## src/sv/two_button_press_classifier_macros.svh

```systemverilog
// ---------------------------------------------------------------------------
// Two-button press classifier assertion macros
// Concurrent assertion wrappers, compiled out with NO_ASSERTIONS.
// ---------------------------------------------------------------------------
`ifndef TWO_BUTTON_PRESS_CLASSIFIER_MACROS_SVH
`define TWO_BUTTON_PRESS_CLASSIFIER_MACROS_SVH

`ifndef NO_ASSERTIONS
`define TBPC_ASSERT_HOLDS(lbl, clk, rst_n, expr) \
    lbl: assert property (@(posedge clk) disable iff (!rst_n) (expr)) \
        else $error("tbpc assertion failed");
`define TBPC_ASSERT_NEXT(lbl, clk, rst_n, ante, cons) \
    lbl: assert property (@(posedge clk) disable iff (!rst_n) (ante) |=> (cons)) \
        else $error("tbpc assertion failed");
`else
`define TBPC_ASSERT_HOLDS(lbl, clk, rst_n, expr)
`define TBPC_ASSERT_NEXT(lbl, clk, rst_n, ante, cons)
`endif

`endif

```

## src/sv/tbpc_pkg.sv

```systemverilog
// ---------------------------------------------------------------------------
// Two-button press classifier package
// Shared widths, register indexes, key codes and lane status type.
// ---------------------------------------------------------------------------
package tbpc_pkg;

    localparam int COUNT_BITS = 16;
    localparam int THR_BITS   = 16;
    localparam int CMP_BITS   = (COUNT_BITS > THR_BITS) ? COUNT_BITS : THR_BITS;
    localparam int ADDR_BITS  = 3;

    localparam logic [THR_BITS-1:0] THR_RESET = THR_BITS'(100);

    // register index, taken from paddr[2]
    localparam logic REG_LONG_TICKS = 1'b0;
    localparam logic REG_HAND_SWAP  = 1'b1;

    typedef enum logic [2:0] {
        KEY_NONE      = 3'd0,
        KEY_SHORT_ONE = 3'd1,
        KEY_SHORT_TWO = 3'd2,
        KEY_LONG_ONE  = 3'd3,
        KEY_LONG_TWO  = 3'd4
    } t_key;

    typedef struct packed {
        logic long_hit;
        logic short_hit;
    } t_lane_hit;

endpackage

```

## src/sv/tbpc_lane.sv

```systemverilog
// ---------------------------------------------------------------------------
// Two-button press classifier button lane
// Hold counter, armed and taken bits of one button; flags long/short hits.
// ---------------------------------------------------------------------------
module tbpc_lane
    import tbpc_pkg::*;
(
    input  logic                i_clk,
    input  logic                i_rst_n,
    input  logic                i_en,
    input  logic                i_down,
    input  logic                i_long_allowed,
    input  logic [THR_BITS-1:0] i_thr,
    input  logic                i_other_zero,
    output logic                o_inc_zero,
    output t_lane_hit           o_hit
);

    logic [COUNT_BITS-1:0] r_cnt,   n_cnt;
    logic                  r_armed, n_armed;
    logic                  r_taken, n_taken;

    logic [COUNT_BITS-1:0] cnt_inc;
    logic [CMP_BITS-1:0]   cnt_cmp;
    logic [CMP_BITS-1:0]   thr_cmp;
    logic                  armed_q;
    logic                  at_long;
    logic                  taken_q;

    always_comb begin
        if (i_down && (r_cnt != '1)) begin
            cnt_inc = r_cnt + COUNT_BITS'(1);
        end else begin
            cnt_inc = r_cnt;
        end
    end

    assign o_inc_zero = (cnt_inc == '0);

    always_comb begin
        armed_q    = r_armed & i_long_allowed;
        cnt_cmp    = CMP_BITS'(cnt_inc);
        thr_cmp    = CMP_BITS'(i_thr);
        at_long    = (cnt_cmp >= thr_cmp);

        o_hit.long_hit  = at_long & i_long_allowed & armed_q & i_other_zero;
        taken_q         = r_taken | o_hit.long_hit;
        o_hit.short_hit = !i_down && !taken_q && !at_long && !o_inc_zero;

        if (i_down) begin
            n_cnt   = cnt_inc;
            n_taken = taken_q;
            n_armed = armed_q;
        end else begin
            n_cnt   = '0;
            n_taken = 1'b0;
            n_armed = o_inc_zero ? 1'b1 : armed_q;
        end
    end

    always_ff @(posedge i_clk) begin
        if (!i_rst_n) begin
            r_cnt   <= '0;
            r_armed <= 1'b1;
            r_taken <= 1'b0;
        end else if (i_en) begin
            r_cnt   <= n_cnt;
            r_armed <= n_armed;
            r_taken <= n_taken;
        end
    end

endmodule

```

## src/sv/tbpc_merge.sv

```systemverilog
// ---------------------------------------------------------------------------
// Two-button press classifier merge
// Combines the hits of both lanes into one key code, last event wins.
// ---------------------------------------------------------------------------
module tbpc_merge
    import tbpc_pkg::*;
(
    input  t_lane_hit i_hit_a,
    input  t_lane_hit i_hit_b,
    input  logic      i_swap,
    output t_key      o_key
);

    // release of B, release of A, long B, long A: later events override
    always_comb begin
        priority if (i_hit_b.short_hit) begin
            o_key = i_swap ? KEY_SHORT_TWO : KEY_SHORT_ONE;
        end else if (i_hit_a.short_hit) begin
            o_key = i_swap ? KEY_SHORT_ONE : KEY_SHORT_TWO;
        end else if (i_hit_b.long_hit) begin
            o_key = i_swap ? KEY_LONG_TWO : KEY_LONG_ONE;
        end else if (i_hit_a.long_hit) begin
            o_key = i_swap ? KEY_LONG_ONE : KEY_LONG_TWO;
        end else begin
            o_key = KEY_NONE;
        end
    end

endmodule

```

## src/sv/two_button_press_classifier.sv

```systemverilog
// ---------------------------------------------------------------------------
// Two-button press classifier
// Classifies short and long presses of two buttons, one tick per item.
// ---------------------------------------------------------------------------
// Usage:
//   Slave stream: one item per timer tick, tdata = {long_allowed,
//   button_b_down, button_a_down} in bits [2:0].
//   Master stream: exactly one item per input item, key code in tdata[2:0]
//   (0 none, 1/2 short key one/two, 3/4 long key one/two).
//   APB port: long_press_ticks at 0x0, hand_swap at 0x4; write only while
//   idle. pready is tied high, reads return the register value.
//   The result is registered in the output register, or in the skid while
//   the output register is full. Throughput: one item per cycle while tready
//   is high; each button lane updates its hold counter and flags per item.
//   A two-entry output stage (output register plus skid) lets the block take
//   an item while a result waits; tready drops only when both are full.
//   Reset (synchronous, active low) clears the counters and taken bits, arms
//   both buttons, empties the output stage and loads register defaults.
// ---------------------------------------------------------------------------
`include "two_button_press_classifier_macros.svh"

module two_button_press_classifier
    import tbpc_pkg::*;
(
    input  logic                 i_clk,
    input  logic                 i_rst_n,
    input  logic                 i_s_tvalid,
    output logic                 o_s_tready,
    input  logic [7:0]           i_s_tdata,  // [0] button_a_down, [1] button_b_down,
                                             // [2] long_allowed, [7:3] zero
    output logic                 o_m_tvalid,
    input  logic                 i_m_tready,
    output logic [7:0]           o_m_tdata,  // [2:0] key_code, [7:3] zero
    input  logic                 psel,
    input  logic                 penable,
    input  logic                 pwrite,
    input  logic [ADDR_BITS-1:0] paddr,
    input  logic [31:0]          pwdata,
    output logic [31:0]          prdata,
    output logic                 pready
);

    logic [THR_BITS-1:0] r_thr;
    logic                r_swap;

    logic      push;
    logic      pop;
    logic      zero_a, zero_b;
    t_lane_hit hit_a, hit_b;
    t_key      key;

    logic r_out_v, r_skid_v;
    t_key r_out_key, r_skid_key;

    // configuration
    assign pready = 1'b1;

    always_ff @(posedge i_clk) begin
        if (!i_rst_n) begin
            r_thr  <= THR_RESET;
            r_swap <= 1'b0;
        end else if (psel && penable && pwrite) begin
            unique case (paddr[2])
                REG_LONG_TICKS: r_thr  <= pwdata[THR_BITS-1:0];
                REG_HAND_SWAP:  r_swap <= pwdata[0];
                default: ;
            endcase
        end
    end

    always_comb begin
        unique case (paddr[2])
            REG_LONG_TICKS: prdata = 32'(r_thr);
            REG_HAND_SWAP:  prdata = {31'd0, r_swap};
            default:        prdata = '0;
        endcase
    end

    // lanes
    assign o_s_tready = !r_skid_v;
    assign push       = i_s_tvalid && o_s_tready;
    assign pop        = r_out_v && i_m_tready;

    tbpc_lane u_lane_a (
        .i_clk          (i_clk),
        .i_rst_n        (i_rst_n),
        .i_en           (push),
        .i_down         (i_s_tdata[0]),
        .i_long_allowed (i_s_tdata[2]),
        .i_thr          (r_thr),
        .i_other_zero   (zero_b),
        .o_inc_zero     (zero_a),
        .o_hit          (hit_a)
    );

    tbpc_lane u_lane_b (
        .i_clk          (i_clk),
        .i_rst_n        (i_rst_n),
        .i_en           (push),
        .i_down         (i_s_tdata[1]),
        .i_long_allowed (i_s_tdata[2]),
        .i_thr          (r_thr),
        .i_other_zero   (zero_a),
        .o_inc_zero     (zero_b),
        .o_hit          (hit_b)
    );

    tbpc_merge u_merge (
        .i_hit_a (hit_a),
        .i_hit_b (hit_b),
        .i_swap  (r_swap),
        .o_key   (key)
    );

    // output register and skid
    always_ff @(posedge i_clk) begin
        if (!i_rst_n) begin
            r_out_v  <= 1'b0;
            r_skid_v <= 1'b0;
        end else if (!r_out_v || pop) begin
            if (r_skid_v) begin
                r_out_v  <= 1'b1;
                r_skid_v <= 1'b0;
            end else begin
                r_out_v <= push;
            end
        end else if (push) begin
            r_skid_v <= 1'b1;
        end
    end

    always_ff @(posedge i_clk) begin
        if (!r_out_v || pop) begin
            r_out_key <= r_skid_v ? r_skid_key : key;
        end else if (push) begin
            r_skid_key <= key;
        end
    end

    assign o_m_tvalid = r_out_v;
    assign o_m_tdata  = {5'd0, r_out_key};

    `TBPC_ASSERT_HOLDS(a_skid_behind_out, i_clk, i_rst_n, !r_skid_v || r_out_v)
    `TBPC_ASSERT_HOLDS(a_lane_a_excl, i_clk, i_rst_n, !(hit_a.long_hit && hit_a.short_hit))
    `TBPC_ASSERT_HOLDS(a_lane_b_excl, i_clk, i_rst_n, !(hit_b.long_hit && hit_b.short_hit))
    `TBPC_ASSERT_NEXT(a_push_fills_out, i_clk, i_rst_n, push, r_out_v)

endmodule
```

## config.mk

```make
export PLATFORM = sky130hd
export DESIGN_NAME = two_button_press_classifier
export DESIGN_NICKNAME = d
export VERILOG_FILES = /design/src/sv/tbpc_pkg.sv /design/src/sv/tbpc_lane.sv /design/src/sv/tbpc_merge.sv /design/src/sv/two_button_press_classifier.sv
export VERILOG_INCLUDE_DIRS = /design/src /design/src/sv
export SDC_FILE = /design/constraint.sdc
export NUM_CORES = 1
export LEC_CHECK = 0
export BUFFER_PORTS_ARGS = -buffer_cell sky130_fd_sc_hd__buf_2
export CORE_MARGIN = 10
export CORE_UTILIZATION = 55
export DETAILED_ROUTE_END_ITERATION = 12
export HOLD_SLACK_MARGIN = 0.1
export PLACE_DENSITY = 0.83
export RECOVER_POWER = 100
export SLEW_MARGIN = 20
export SYNTH_ARGS = -nofsm -noshare
export SYNTH_HDL_FRONTEND = slang
export SYNTH_SLANG_ARGS = --single-unit
```

## constraint.sdc

```tcl
create_clock -name i_clk -period 4.4 [get_ports i_clk]
set_clock_uncertainty 0.15 [all_clocks]
set_input_delay 0 -clock i_clk [delete_from_list [all_inputs] [get_ports i_clk]]
set_output_delay 0 -clock i_clk [all_outputs]
set_load 0.01 [all_outputs]
```

* Word level (Yosys, flattened, before mapping)
Index checks and enable logic that the tools add are counted.
Operators by class: order comparisons 2, $mul 0, eq/ne operators 2, reductions and logical operators 29, muxes and demuxes 21, bitwise gates (word level) 13, div/mod/pow operators 0, $add $sub $neg 2, shift operators 0
Operators by type and width (count):
- $mux W16 | 4
- $pmux W32 S2 | 1
- $add A16 B1 Y16 const B | 2
- $ge A16 B16 Y1 | 2
- $logic_not A16 Y1 | 2
- $ne A16 B16 Y1 const B | 2
- $mux W3 | 7
- $logic_and A1 B1 Y1 | 12
- $logic_not A1 Y1 | 10
- $and A1 B1 Y1 | 8
- $mux W1 | 7
- $reduce_and A2 Y1 | 3
- $mux W2 | 2
- $not A1 Y1 | 3
- $or A1 B1 Y1 | 2
- $reduce_or A2 Y1 | 1
- $logic_or A1 B1 Y1 | 1
Word-level totals: memory bits (read-only) 0, register bits 61, latch bits 0, memories kept 0, memory bits (writable) 0, output and inout port bits 43

* Longest topological paths before layout
Gate-level depths: netlist of run 1.
word-level depth 15, depth in mapped cells 16, gate-level depth less buffers 16

* By module
A second synthesis of run 1 with hierarchy kept.
Unflattened totals: cell total of the unflattened synthesis 634, area total of the unflattened synthesis 5013.6 µm²
Modules (own cells, without submodules):
- tbpc_lane | instances 2, sequential area each 360.3 µm², cells an instance 244, area each 1816.7 µm²
- two_button_press_classifier | instances 1, sequential area each 560.5 µm², cells an instance 135, area each 1306.3 µm²
- tbpc_merge | instances 1, sequential area each 0.0 µm², cells an instance 11, area each 73.8 µm²

* Least setup slack after synthesis of run 1
Ideal clock, no wire load.
kind register -> register, start register u_lane_b.r_cnt[0], end register r_out_key[2], data pin, library setup time 0.140 ns, arrival time 3.759 ns, cell stages (with the launch flop) 15, slack 0.350 ns, path buffers 1, cell sequence dfxtp_1 > ha_1 > nand4_1 > or4_4 > nand3_4 > xnor2_4 > ha_1 > a2111oi_0 > o21ai_0 > a221oi_1 > o21ai_0 > and4_1 > buf_2 > or4_4 > a2bb2oi_2
Between the ends: longest elaborated chain between the ends 14
Ends and longest elaborated chain:
- start, declared | line tbpc_lane.sv:19 | logic [COUNT_BITS-1:0] r_cnt, n_cnt;
- start signal, assigned | line tbpc_lane.sv:67 | r_cnt <= n_cnt;
- branches (longest 2 deep; another with $add A16 B1 Y16)
- $mux W16 * | line tbpc_lane.sv:31 | if (i_down && (r_cnt != '1)) begin
- $ge A16 B16 Y1 | line tbpc_lane.sv:44 | at_long = (cnt_cmp >= thr_cmp);
- $and A1 B1 Y1 (3 in a row) | line tbpc_lane.sv:46 | o_hit.long_hit = at_long & i_long_allowed & armed_q & i_other_zero;
- $or A1 B1 Y1 | line tbpc_lane.sv:47 | taken_q = r_taken | o_hit.long_hit;
- $logic_not A1 Y1 | line tbpc_lane.sv:48 | o_hit.short_hit = !i_down && !taken_q && !at_long && !o_inc_zero;
- $logic_and A1 B1 Y1 (3 in a row) | line tbpc_lane.sv:48
- $mux W3 * | line tbpc_merge.sv:16 | priority if (i_hit_b.short_hit) begin
- $mux W3 * | line two_button_press_classifier.sv:134 | r_out_key <= r_skid_v ? r_skid_key : key;
- end signal, assigned | line two_button_press_classifier.sv:134
- end, declared | line two_button_press_classifier.sv:53 | t_key r_out_key, r_skid_key;
Every way passes the cells marked *. A chain may end at the register's enable or synchronous reset.

* Worst setup path after layout of run 1
start register u_lane_a.r_cnt[0], end register r_out_key[2], data pin
Between the ends: longest elaborated chain between the ends 15
Ends and longest elaborated chain:
- start, declared | line tbpc_lane.sv:19
- start signal, assigned | line tbpc_lane.sv:67
- branches (longest 2 deep; another with $add A16 B1 Y16)
- $mux W16 * | line tbpc_lane.sv:31
- $ge A16 B16 Y1 | line tbpc_lane.sv:44
- $and A1 B1 Y1 (3 in a row) | line tbpc_lane.sv:46
- $or A1 B1 Y1 | line tbpc_lane.sv:47
- $logic_not A1 Y1 | line tbpc_lane.sv:48
- $logic_and A1 B1 Y1 (3 in a row) | line tbpc_lane.sv:48
- $mux W3 | line tbpc_merge.sv:18 | end else if (i_hit_a.short_hit) begin
- $mux W3 * | line tbpc_merge.sv:16
- $mux W3 * | line two_button_press_classifier.sv:134
Marks and branches as above.

==> flow_metrics.py, run 1 <==
metrics = {
    "cts": {
        "htreeDepth": 3,
        "clockRootBuffer": "clkbuf_8",
        "clk_path_buf_depth": 2,
        "cts_sinks": 61,
        "cts_buffers": 9,
        "cts_tree": "yes",
        "clk_latency_ns": 0.35,
        "path_clk_slew_ns": 0.08,
    },
    "floorplan": {
        "die_y_um": 114,
        "pin_count": 93,
        "core_mm2": 0.00868,
        "die_area_mm2": 0.0131,
        "die_width_um": 114,
        "floorplan.rows": 34,
        "initial_core_util": 0.563,
    },
    "critical_path": {
        "rr_endpoint": "r_out_key[2]",
        "critPathArrivalTime_ns": 4.28,
        "criticalPathCategory": "flip-flop to flip-flop",
        "r2r-start": "u_lane_a.r_cnt[0]",
        "critPathLaunchType": "flip-flop",
        "setup.worst_path.end_class": "flip-flop",
        "required_ns": 4.46,
        "r2r_slack_ns": 0.18,
        "critPathMaxFanout": 8,
        "reg2reg_depth": 15,
    },
    "timing": {
        "layout_min_cycle_time_ns": 4.22,
        "final-hold-violation-count": 0,
        "tightest_slew_ns": 1.16,
        "slew_violations": 0,
        "fin_crit_sh": 0.959,
        "fmax_mhz": 237,
        "slew_headroom": 0.221,
        "holdWs_ns": 0.140,
        "finalSetupViolCount": 0,
    },
    "synthesis": {
        "synth_area_leaders": "dfxtp_1 (23%), ha_1 (8.7%), nand2_1 (6.9%)",
        "synthCells": 633,
        "synthArstFlopShare": 0,
        "ys_seq_area_frac": 0.262,
        "synth_edf_count": 6,
        "synth-seq-cells": 61,
        "synthesis.area_mm2": 0.00489,
        "synth.top_cell.area_share": 0.225,
        "ys_types": 70,
        "synth_warnings": 0,
        "syn_avg_cell_area_um2": 7.72,
        "ys.flop_type": "dfxtp_1",
        "yosys.area.top_type": "dfxtp_1",
    },
    "routing": {
        "viasPerCell": 6.08,
        "avgRoutedWirePerCell_um": 17.5,
        "wirelength_um": 14300,
        "drt_iter0_drc": 456,
        "via_count": 4964,
        "ant_nets": 0,
        "drcViolationCount": 0,
        "dr.pass1.iters": 5,
    },
    "power_and_ir_drop": {
        "power_density_mw_per_mm2": 222,
        "ir_drop_mv": 0.146,
        "leakage_nw": 2.21,
        "total_power_mw": 1.25,
    },
    "run": {
        "drv_cap": 0,
    },
    "layout": {
        "areaGrowthSynthToFinish_pct": 15.5,
        "fin_util": 0.651,
        "layout.nets": 788,
        "final_layout_size_suffix_gt1_frac": 0.135,
        "diodes": 0,
    },
    "placed_design": {
        "port_buffers": 47,
        "dp_hpwl_um": 9850,
        "gp_congestion": 0.963,
    },
    "global_route": {
        "use_met2": 0.331,
        "grt_pass1_wl_um": 23100,
        "track_usage": 0.213,
        "use_met1": 0.269,
        "grt_overflow": 0,
        "grt-busiest-layer": "met2",
        "antenna_found_initial": 0,
        "grt_max_degree": 56,
        "grt_pass1_vias": 4775,
        "grtUsageMet3": 0.0561,
    },
    "worst_hold_path": {
        "hold_class": "primary input to flip-flop",
        "min_path_cells": 2,
        "hold_end": "u_lane_a.r_armed",
        "hp-start": "i_rst_n",
    },
    "outcome": {
        "outcome": "finished clean",
    },
}
-- synthesized netlist by cell type, types with 4 or more instances --
| library cell | count |
|---|---|
| nand2_1 | 90 |
| dfxtp_1 | 55 |
| nor2_1 | 43 |
| ha_1 | 34 |
| a21oi_1 | 33 |
| o21ai_0 | 29 |
| inv_1 | 27 |
| buf_4 | 23 |
| nand4_1 | 23 |
| nor2b_1 | 23 |
| clkbuf_1 | 21 |
| nand3_1 | 21 |
| nor3_1 | 20 |
| xnor2_1 | 18 |
| a21boi_0 | 15 |
| buf_2 | 14 |
| a22oi_1 | 10 |
| o211ai_1 | 10 |
| and2_1 | 8 |
| xor2_1 | 7 |
| and3_1 | 6 |
| and4_1 | 6 |
| edfxtp_1 | 6 |
| nor3b_1 | 5 |
| nor4_1 | 5 |
| o21a_1 | 5 |
| a211oi_1 | 4 |
| mux2_2 | 4 |
| mux2i_1 | 4 |
| nand2b_1 | 4 |
-- through the flow --
step	cell area, um2	cells	worst slack (ns)	setup TNS (ns)
final	5650	817	0.181	0
after global routing	5650	817	-0.0331	-0.0439
after CTS	5640	814	0.0190	0
after detailed placement	5190	773	0.0705	0
after global placement	5190	773	0.274	0
after floorplan	4960	653	0.350	0
-- layout by cell type (no fill, tap or decap), drive strengths merged, types with 3 or more instances in the layout --
cell,instances
edfxtp,6
and4,6
o21ai,29
nor2b,23
nand2,90
or3,3
clkinvlp,3
a21oi,33
mux2i,4
nor3,20
or4,5
conb,22
nand4,26
mux2,4
xor2,7
ha,34
nor2,43
a22oi,10
dlygate4sd3,27
or2,3
o211ai,10
nand4b,3
inv,29
o22ai,3
a21o,3
and3,6
nand2b,4
dfxtp,55
and2,9
o21a,5
a211oi,4
nand3,24
nor3b,5
a21boi,15
nor4,5
a2111oi,3
buf,51
clkbuf,34
xnor2,19
-- final cells by class --
| type | instances | area, um2 |
|---|---|---|
| clock buffer | 11 | 163 |
| clock inverter | 5 | 40.0 |
| fill | 734 | 3030 |
| inverter | 27 | 101 |
| multi-input combinational | 504 | 3250 |
| sequential | 61 | 1290 |
| tap | 108 | 135 |
| timing repair buffer | 101 | 673 |
-- worst max-delay path by stage --
stage / start / endpoint / slack (ns) / cells after the start
4_1_cts: u_lane_a.r_cnt[0] / r_out_key[2] / 0.02 / 15
3_3_place_gp: u_lane_a.r_cnt[0] / r_out_key[2] / 0.27 / 15
3_5_place_dp: u_lane_a.r_cnt[0] / r_out_key[2] / 0.07 / 15
2_1_floorplan: u_lane_b.r_cnt[0] / r_out_key[2] / 0.35 / 14
6_report: u_lane_a.r_cnt[0] / r_out_key[2] / 0.18 / 15
5_1_grt: u_lane_a.r_cnt[0] / r_out_key[2] / -0.03 / 15
-- metal layers --
metal  up-vias  share of wire
li1       2359              -
met1      2315           0.41
met2       251           0.46
met3        39           0.11
met4         0          0.026
met5         -              0
-- report_power, final --
| group | internal [mW] | switching (mW) |
|---|---|---|
| Clock | 0.258 | 0.260 |
| Combinational | 0.0626 | 0.0971 |
| Sequential | 0.571 | 0.00588 |
-- timing repair --
action | CTS | global route
hold endpoints to repair | 32 | 1
gates resized for setup | 0 | 12
buffers inserted | 0 | 1
hold buffers | 25 | 2
endpoints found under the setup margin | 0 | 5
-- flip-flops by register name, indices dropped and copies added (netlist names) --
register / count
u_lane_a.r_armed: 1
o_m_tvalid: 1
u_lane_b.r_taken: 1
r_skid_key: 3
r_skid_v: 1
r_swap: 1
u_lane_a.r_taken: 1
r_out_key: 3
u_lane_b.r_armed: 1
u_lane_b.r_cnt: 16
u_lane_a.r_cnt: 16
r_thr: 16
-- cells by family (layout without fill, tap and decap cells) --
| kind of cell | after synthesis | count (layout) | synth area share |
|---|---|---|---|
| AOI/OAI and AO/OA | 134 | 134 | 0.185 |
| buffers and inverters | 88 | 144 | 0.0894 |
| muxes | 8 | 8 | 0.0174 |
| other | 2 | 22 | 0.00154 |
| adders and majority gates | 34 | 34 | 0.0871 |
| xor gates and xnor gates | 26 | 26 | 0.0504 |
| DFF | 61 | 61 | 0.262 |
| and+or+nand+nor | 280 | 280 | 0.307 |
-- worst max-delay path, cell delays in order (launching register included) --
cell and delay (ns):
dfxtp_2 0.42, ha_2 0.25, nand3_1 0.13, or4_4 0.48, and2_4 0.18, nand4_1 0.17, or2_2 0.18, xnor2_1 0.10
ha_1 0.32, nand2_1 0.08, a2111oi_1 0.37, nor2_1 0.14, o22ai_2 0.31, nand3_1 0.21, or4_4 0.45, a2bb2oi_2 0.15
Note: power is estimated with default switching activity, not from simulation.
==> run 2, diff against run 1 <==
Settings changed: CORE_ASPECT_RATIO from default to 0.9, HOLD_SLACK_MARGIN 0.1 to default.
==> run 2 against run 1 <==
Against the previous run: worst hold slack lost 0.093 ns; largest cell class unchanged; global-route usage down 0.12 points; sequential power barely moved; highest routed layer unchanged; fmax rose by 0.46%; total power is 3.3% higher; via count is essentially flat.
==> flow_metrics.py, run 2 (same netlist as run 1, synthesis figures left out) <==
metrics = {
    "outcome": {
        "outcome": "finished clean",
    },
    "routing": {
        "avgRoutedWirePerCell_um": 17.3,
        "dr.pass1.iters": 5,
        "drcViolationCount": 0,
        "via_count": 4965,
        "viasPerCell": 6.04,
        "wirelength_um": 14200,
        "drt_iter0_drc": 407,
        "ant_nets": 0,
    },
    "placed_design": {
        "dp_hpwl_um": 9820,
        "gp_congestion": 0.941,
        "dp_cells": 782,
        "port_buffers": 47,
        "dpl_cell_area_mm2": 0.00519,
    },
    "critical_path": {
        "critPathMaxFanout": 6,
        "rr_endpoint": "r_out_key[2]",
        "critPathArrivalTime_ns": 4.26,
        "required_ns": 4.46,
        "criticalPathCategory": "flip-flop to flip-flop",
        "worstPathCellList": "ha_1 > nand4_1 > clkbuf_1 > or4_1 > nor3b_1 > xor2_1 > ha_1 > a21o_1 > a21o_1 > a221oi_2 > o21ai_0 > and4_2 > or4_4 > a2bb2oi_2",
        "r2r-start": "u_lane_b.r_cnt[1]",
        "crit_path_max_incr_delay_ns": 0.51,
        "setup.worst_path.end_class": "flip-flop",
        "critPathLaunchType": "flip-flop",
        "critPathSlowestCell": "or4_1",
        "r2r_slack_ns": 0.20,
        "reg2reg_depth": 14,
    },
    "worst_hold_path": {
        "hold_end": "u_lane_b.r_cnt[5]",
        "hp-start": "i_s_tdata[1]",
        "min_path_cells": 4,
        "hold_class": "primary input to flip-flop",
    },
    "timing": {
        "tightest_slew_ns": 1.15,
        "final-hold-violation-count": 0,
        "finalSetupViolCount": 0,
        "slew_violations": 0,
        "fmax_mhz": 238,
        "slew_headroom": 0.228,
        "totalNegativeSetupSlack_ns": 0,
        "layout_min_cycle_time_ns": 4.20,
        "rsz0062_at_grt": "false",
        "fin_crit_sh": 0.954,
    },
    "layout": {
        "finalNonFillerCells": 822,
        "areaGrowthSynthToFinish_pct": 15.5,
        "fin_area_mm2": 0.00565,
        "final_layout_size_suffix_gt1_frac": 0.141,
        "fin_util": 0.656,
        "fillerInstances": 718,
        "final_common_cell": "nand2_1",
        "top_regs": "r_thr: 16 flops, u_lane_a.r_cnt: 16 flops, u_lane_b.r_cnt: 16 flops",
        "diodes": 0,
        "layout.nets": 782,
        "mostFrequentLayoutCells": "nand2_1 (90), dfxtp_1 (50), nor2_1 (43)",
    },
    "cts": {
        "cts_sinks": 61,
        "clk_path_buf_depth": 2,
        "clk_latency_ns": 0.35,
        "clockRootBuffer": "clkbuf_8",
        "htreeDepth": 3,
        "cts_buffers": 9,
        "cts_tree": "yes",
        "path_clk_slew_ns": 0.08,
    },
    "floorplan": {
        "die_area_mm2": 0.0131,
        "core_mm2": 0.00861,
        "die_y_um": 109,
        "pin_count": 93,
        "floorplan.rows": 32,
        "initial_core_util": 0.568,
        "die_width_um": 119,
    },
    "power_and_ir_drop": {
        "power_density_mw_per_mm2": 230,
        "ir_drop_mv": 0.156,
        "leakage_nw": 2.22,
    },
    "global_route": {
        "grt_overflow": 0,
        "grt_pass1_wl_um": 23200,
        "grt_pass1_vias": 4762,
        "antenna_found_initial": 0,
        "track_usage": 0.212,
        "grt_max_degree": 56,
    },
    "run": {
        "drv_cap": 0,
    },
}
## run 2: cell count changes in the layout (fill, tap and decap cells not counted), moves of 2 or more
cell / change
clkbuf_1: +2
inv_6: -2
clkinvlp_4: -3
buf_4: -4
clkinv_2: +2
dlygate4sd3_1: -4
## run 2: report_power, final
part	switching [mW]	leakage [nW]	internal (mW)
clock network	0.236	0.115	0.326
registers	0.00573	0.508	0.572
logic	0.0954	1.60	0.0619
## run 2: how the worst max path moves through the flow
stage               cells after the start  slack, ns              start           end
floorplan                              14       0.35  u_lane_b.r_cnt[0]  r_out_key[2]
global placement                       14       0.26  u_lane_b.r_cnt[1]  r_out_key[2]
CTS                                    14       0.09  u_lane_a.r_cnt[0]  r_out_key[1]
finish                                 14       0.20  u_lane_b.r_cnt[1]  r_out_key[2]
detailed placement                     14       0.14  u_lane_a.r_cnt[0]  r_out_key[1]
global route                           14      0.002  u_lane_b.r_cnt[1]  r_out_key[2]
## run 2: metrics by stage
step	hold slack [ns]	power, mW	setup WS, ns
4_1_cts	0.0307	1.29	0.0894
3_3_place_gp	0.0773	0.722	0.258
3_5_place_dp	0.0788	0.726	0.144
6_report	0.0471	1.30	0.200
5_1_grt	0.0842	1.34	0.00191
2_1_floorplan	-0.0118	0.694	0.350
## run 2: per-layer routing
metal / wire [um] / global-route usage
met1: 5900 / 0.266
met2: 6280 / 0.339
met3: 1840 / 0.0682
met4: 223 / 0.0749
met5: 0 / 0
## run 2: area by class of cell
cell class	instances	area [um2]	share of cell area
Clock buffer	13	180	0.0319
Clock inverter	3	40.0	0.00709
Inverter	27	101	0.0180
Multi-Input combinational cell	504	3270	0.580
Sequential cell	61	1290	0.228
Tap cell	119	149	0.0264
Timing Repair Buffer	95	616	0.109
## run 2: what timing repair did
action | 4_1_cts | 5_1_grt
resized for setup | 0 | 17
hold buffers | 23 | 0
hold endpoints to repair | 25 | 0
setup endpoints to repair | 0 | 5
setup buffers | 0 | 1
## run 2: critical path, delay by kind of cell, from the launching register on
family / cells / cell delay [ns]
and+or+nand+nor: 5 / 1.59
adders and majority gates: 2 / 0.56
buffers and inverters: 1 / 0.18
xor gates and xnor gates: 1 / 0.19
DFF: 1 / 0.44
AOI/OAI and AO/OA: 5 / 0.95
==> run 3, diff against run 2 <==
Settings changed: CORE_UTILIZATION 55 to 50, PLACE_DENSITY 0.83 to 0.77.
==> run 3 against run 2 <==
Against the previous run: setup slack lost 0.057 ns; clock power is 10% lower; final area down 0.80%; worst hold slack worse by 0.010 ns; combinational power about the same; final cell count is 0.85% higher; die area up 8.2%; non-clock buffer count stayed put; first-iteration DRC count is 21% lower; fmax is 1.3% lower.
==> flow_metrics.py, run 3 (same netlist as run 1, synthesis figures left out) <==
metrics = {
    "global_route": {
        "grt_max_degree": 56,
        "antenna_found_initial": 0,
        "grt-busiest-layer": "met2",
        "grt_pass1_vias": 4646,
        "grt_overflow": 0,
        "grtUsageMet3": 0.0510,
        "grt_pass1_wl_um": 23100,
        "track_usage": 0.192,
        "use_met2": 0.306,
        "use_met1": 0.246,
    },
    "placed_design": {
        "dp_worst_setup_slack_ns": 0.167,
        "dp_hpwl_um": 9950,
        "gp_congestion": 0.956,
        "port_buffers": 47,
        "dp_cells": 791,
    },
    "cts": {
        "post_cts_buffers": 0,
        "cts_tree": "yes",
        "htreeDepth": 3,
        "clockRootBuffer": "clkbuf_8",
        "cts_sinks": 61,
        "path_clk_slew_ns": 0.08,
        "cts_buffers": 9,
        "clk_latency_ns": 0.35,
        "clk_path_buf_depth": 2,
    },
    "power_and_ir_drop": {
        "ir_drop_mv": 0.138,
        "internal-power_mw": 0.893,
        "comb_power_share": 0.126,
        "power_switching_mw": 0.346,
        "p_seq_frac": 0.466,
        "clkPwrFrac": 0.408,
        "power_density_mw_per_mm2": 221,
        "p_sw_frac": 0.279,
        "leakage_nw": 2.19,
    },
    "routing": {
        "dr.pass1.iters": 5,
        "ant_nets": 0,
        "viasPerCell": 5.85,
        "drcViolationCount": 0,
        "wirelength_um": 14100,
        "via_count": 4851,
        "drt_iter0_drc": 322,
        "avgRoutedWirePerCell_um": 17.0,
    },
    "layout": {
        "mostFrequentLayoutCells": "nand2_1 (90), dfxtp_1 (52), nor2_1 (43)",
        "final_common_cell": "nand2_1",
        "diodes": 0,
        "top_regs": "r_thr: 16 flops, u_lane_a.r_cnt: 16 flops, u_lane_b.r_cnt: 16 flops",
        "layout.nets": 782,
        "final_layout_size_suffix_gt1_frac": 0.134,
        "fin_util": 0.583,
        "finalNonFillerCells": 829,
        "areaGrowthSynthToFinish_pct": 14.6,
    },
    "floorplan": {
        "die_area_mm2": 0.0141,
        "floorplan.rows": 34,
        "initial_core_util": 0.508,
        "core_mm2": 0.00961,
        "die_width_um": 124,
        "die_y_um": 114,
        "pin_count": 93,
    },
    "timing": {
        "worst_slack_ns": 0.144,
        "totalNegativeSetupSlack_ns": 0,
        "fin_crit_sh": 0.967,
        "fmax_mhz": 235,
        "tightest_slew_ns": 1.14,
        "finalSetupViolCount": 0,
        "slew_headroom": 0.240,
        "final-hold-violation-count": 0,
        "slew_violations": 0,
        "holdWs_ns": 0.0367,
        "layout_min_cycle_time_ns": 4.26,
    },
    "worst_hold_path": {
        "hold_class": "primary input to flip-flop",
    },
    "critical_path": {
        "criticalPathCategory": "flip-flop to flip-flop",
        "required_ns": 4.46,
        "critPathArrivalTime_ns": 4.31,
        "setup.worst_path.end_class": "flip-flop",
        "critPathLaunchType": "flip-flop",
        "critPathMaxFanout": 10,
    },
    "run": {
        "drv_cap": 0,
    },
    "outcome": {
        "outcome": "finished clean",
    },
}
## run 3: cell count changes in the layout (fill, tap and decap cells not counted), sizes merged
| cell | before | now |
|---|---|---|
| buf | 46 | 51 |
| clkbuf | 39 | 32 |
| clkinv | 2 | 3 |
| dlygate4sd3 | 23 | 22 |
| clkinvlp | 0 | 2 |
## run 3: power groups by stage
stage          combinational, mW  sequential (mW)  clock [mW]
5_1_grt                    0.173            0.578       0.536
3_5_place_dp               0.137            0.590           0
3_3_place_gp               0.134            0.589           0
2_1_floorplan              0.103            0.591           0
6_report                   0.156            0.577       0.505
4_1_cts                    0.153            0.577       0.510
## run 3: critical path, stage by stage (launching register included)
cell,delay (ns)
dfxtp_1,0.52
and4_1,0.31
and2_0,0.24
and2_4,0.20
nand4_1,0.19
or2_2,0.38
xnor2_1,0.15
ha_1,0.32
nand2_1,0.07
a2111oi_0,0.42
nor2_1,0.12
o22ai_2,0.28
nand3_1,0.18
or4_4,0.45
a2bb2oi_2,0.14
## run 3: area by class of cell
cell class	instances	area, um2
repair buffers	95	621
fillers	909	4010
well taps	126	158
multi-input cells	504	3240
flip-flops and latches	61	1280
clock buffers	10	128
clock inverters	6	63.8
inverters	27	101
## run 3: path summary, 6_finish.rpt
check / start / to / slack, ns / cells after the start
setup / recovery: u_lane_a.r_cnt[3] / r_out_key[2] / 0.14 / 14
hold / removal: i_s_tdata[0] / u_lane_a.r_cnt[8] / 0.04 / 3
setup reg to reg: u_lane_a.r_cnt[3] / r_out_key[2] / 0.14 / 14
hold reg to reg: u_lane_a.r_taken / u_lane_a.r_taken / 0.31 / 2
## run 3: metrics by stage
step / power (mW) / cell area, um2
after CTS: 1.24 / 5630
after floorplan: 0.694 / 4960
after detailed placement: 0.727 / 5210
final: 1.24 / 5600
after global routing: 1.29 / 5600
after global placement: 0.724 / 5210
## run 3: what timing repair did
item,CTS,global route
hold endpoints to repair,24,0
endpoints found under the setup margin,0,6
hold buffers,22,0
gates resized for setup,0,11
## run 3: metal layers
metal | up-vias | part of all wire | routed length, um
met5 | - | 0 | 0
met4 | 0 | 0.017 | 242
met3 | 24 | 0.085 | 1200
met2 | 195 | 0.45 | 6290
met1 | 2289 | 0.45 | 6400
li1 | 2343 | - | -
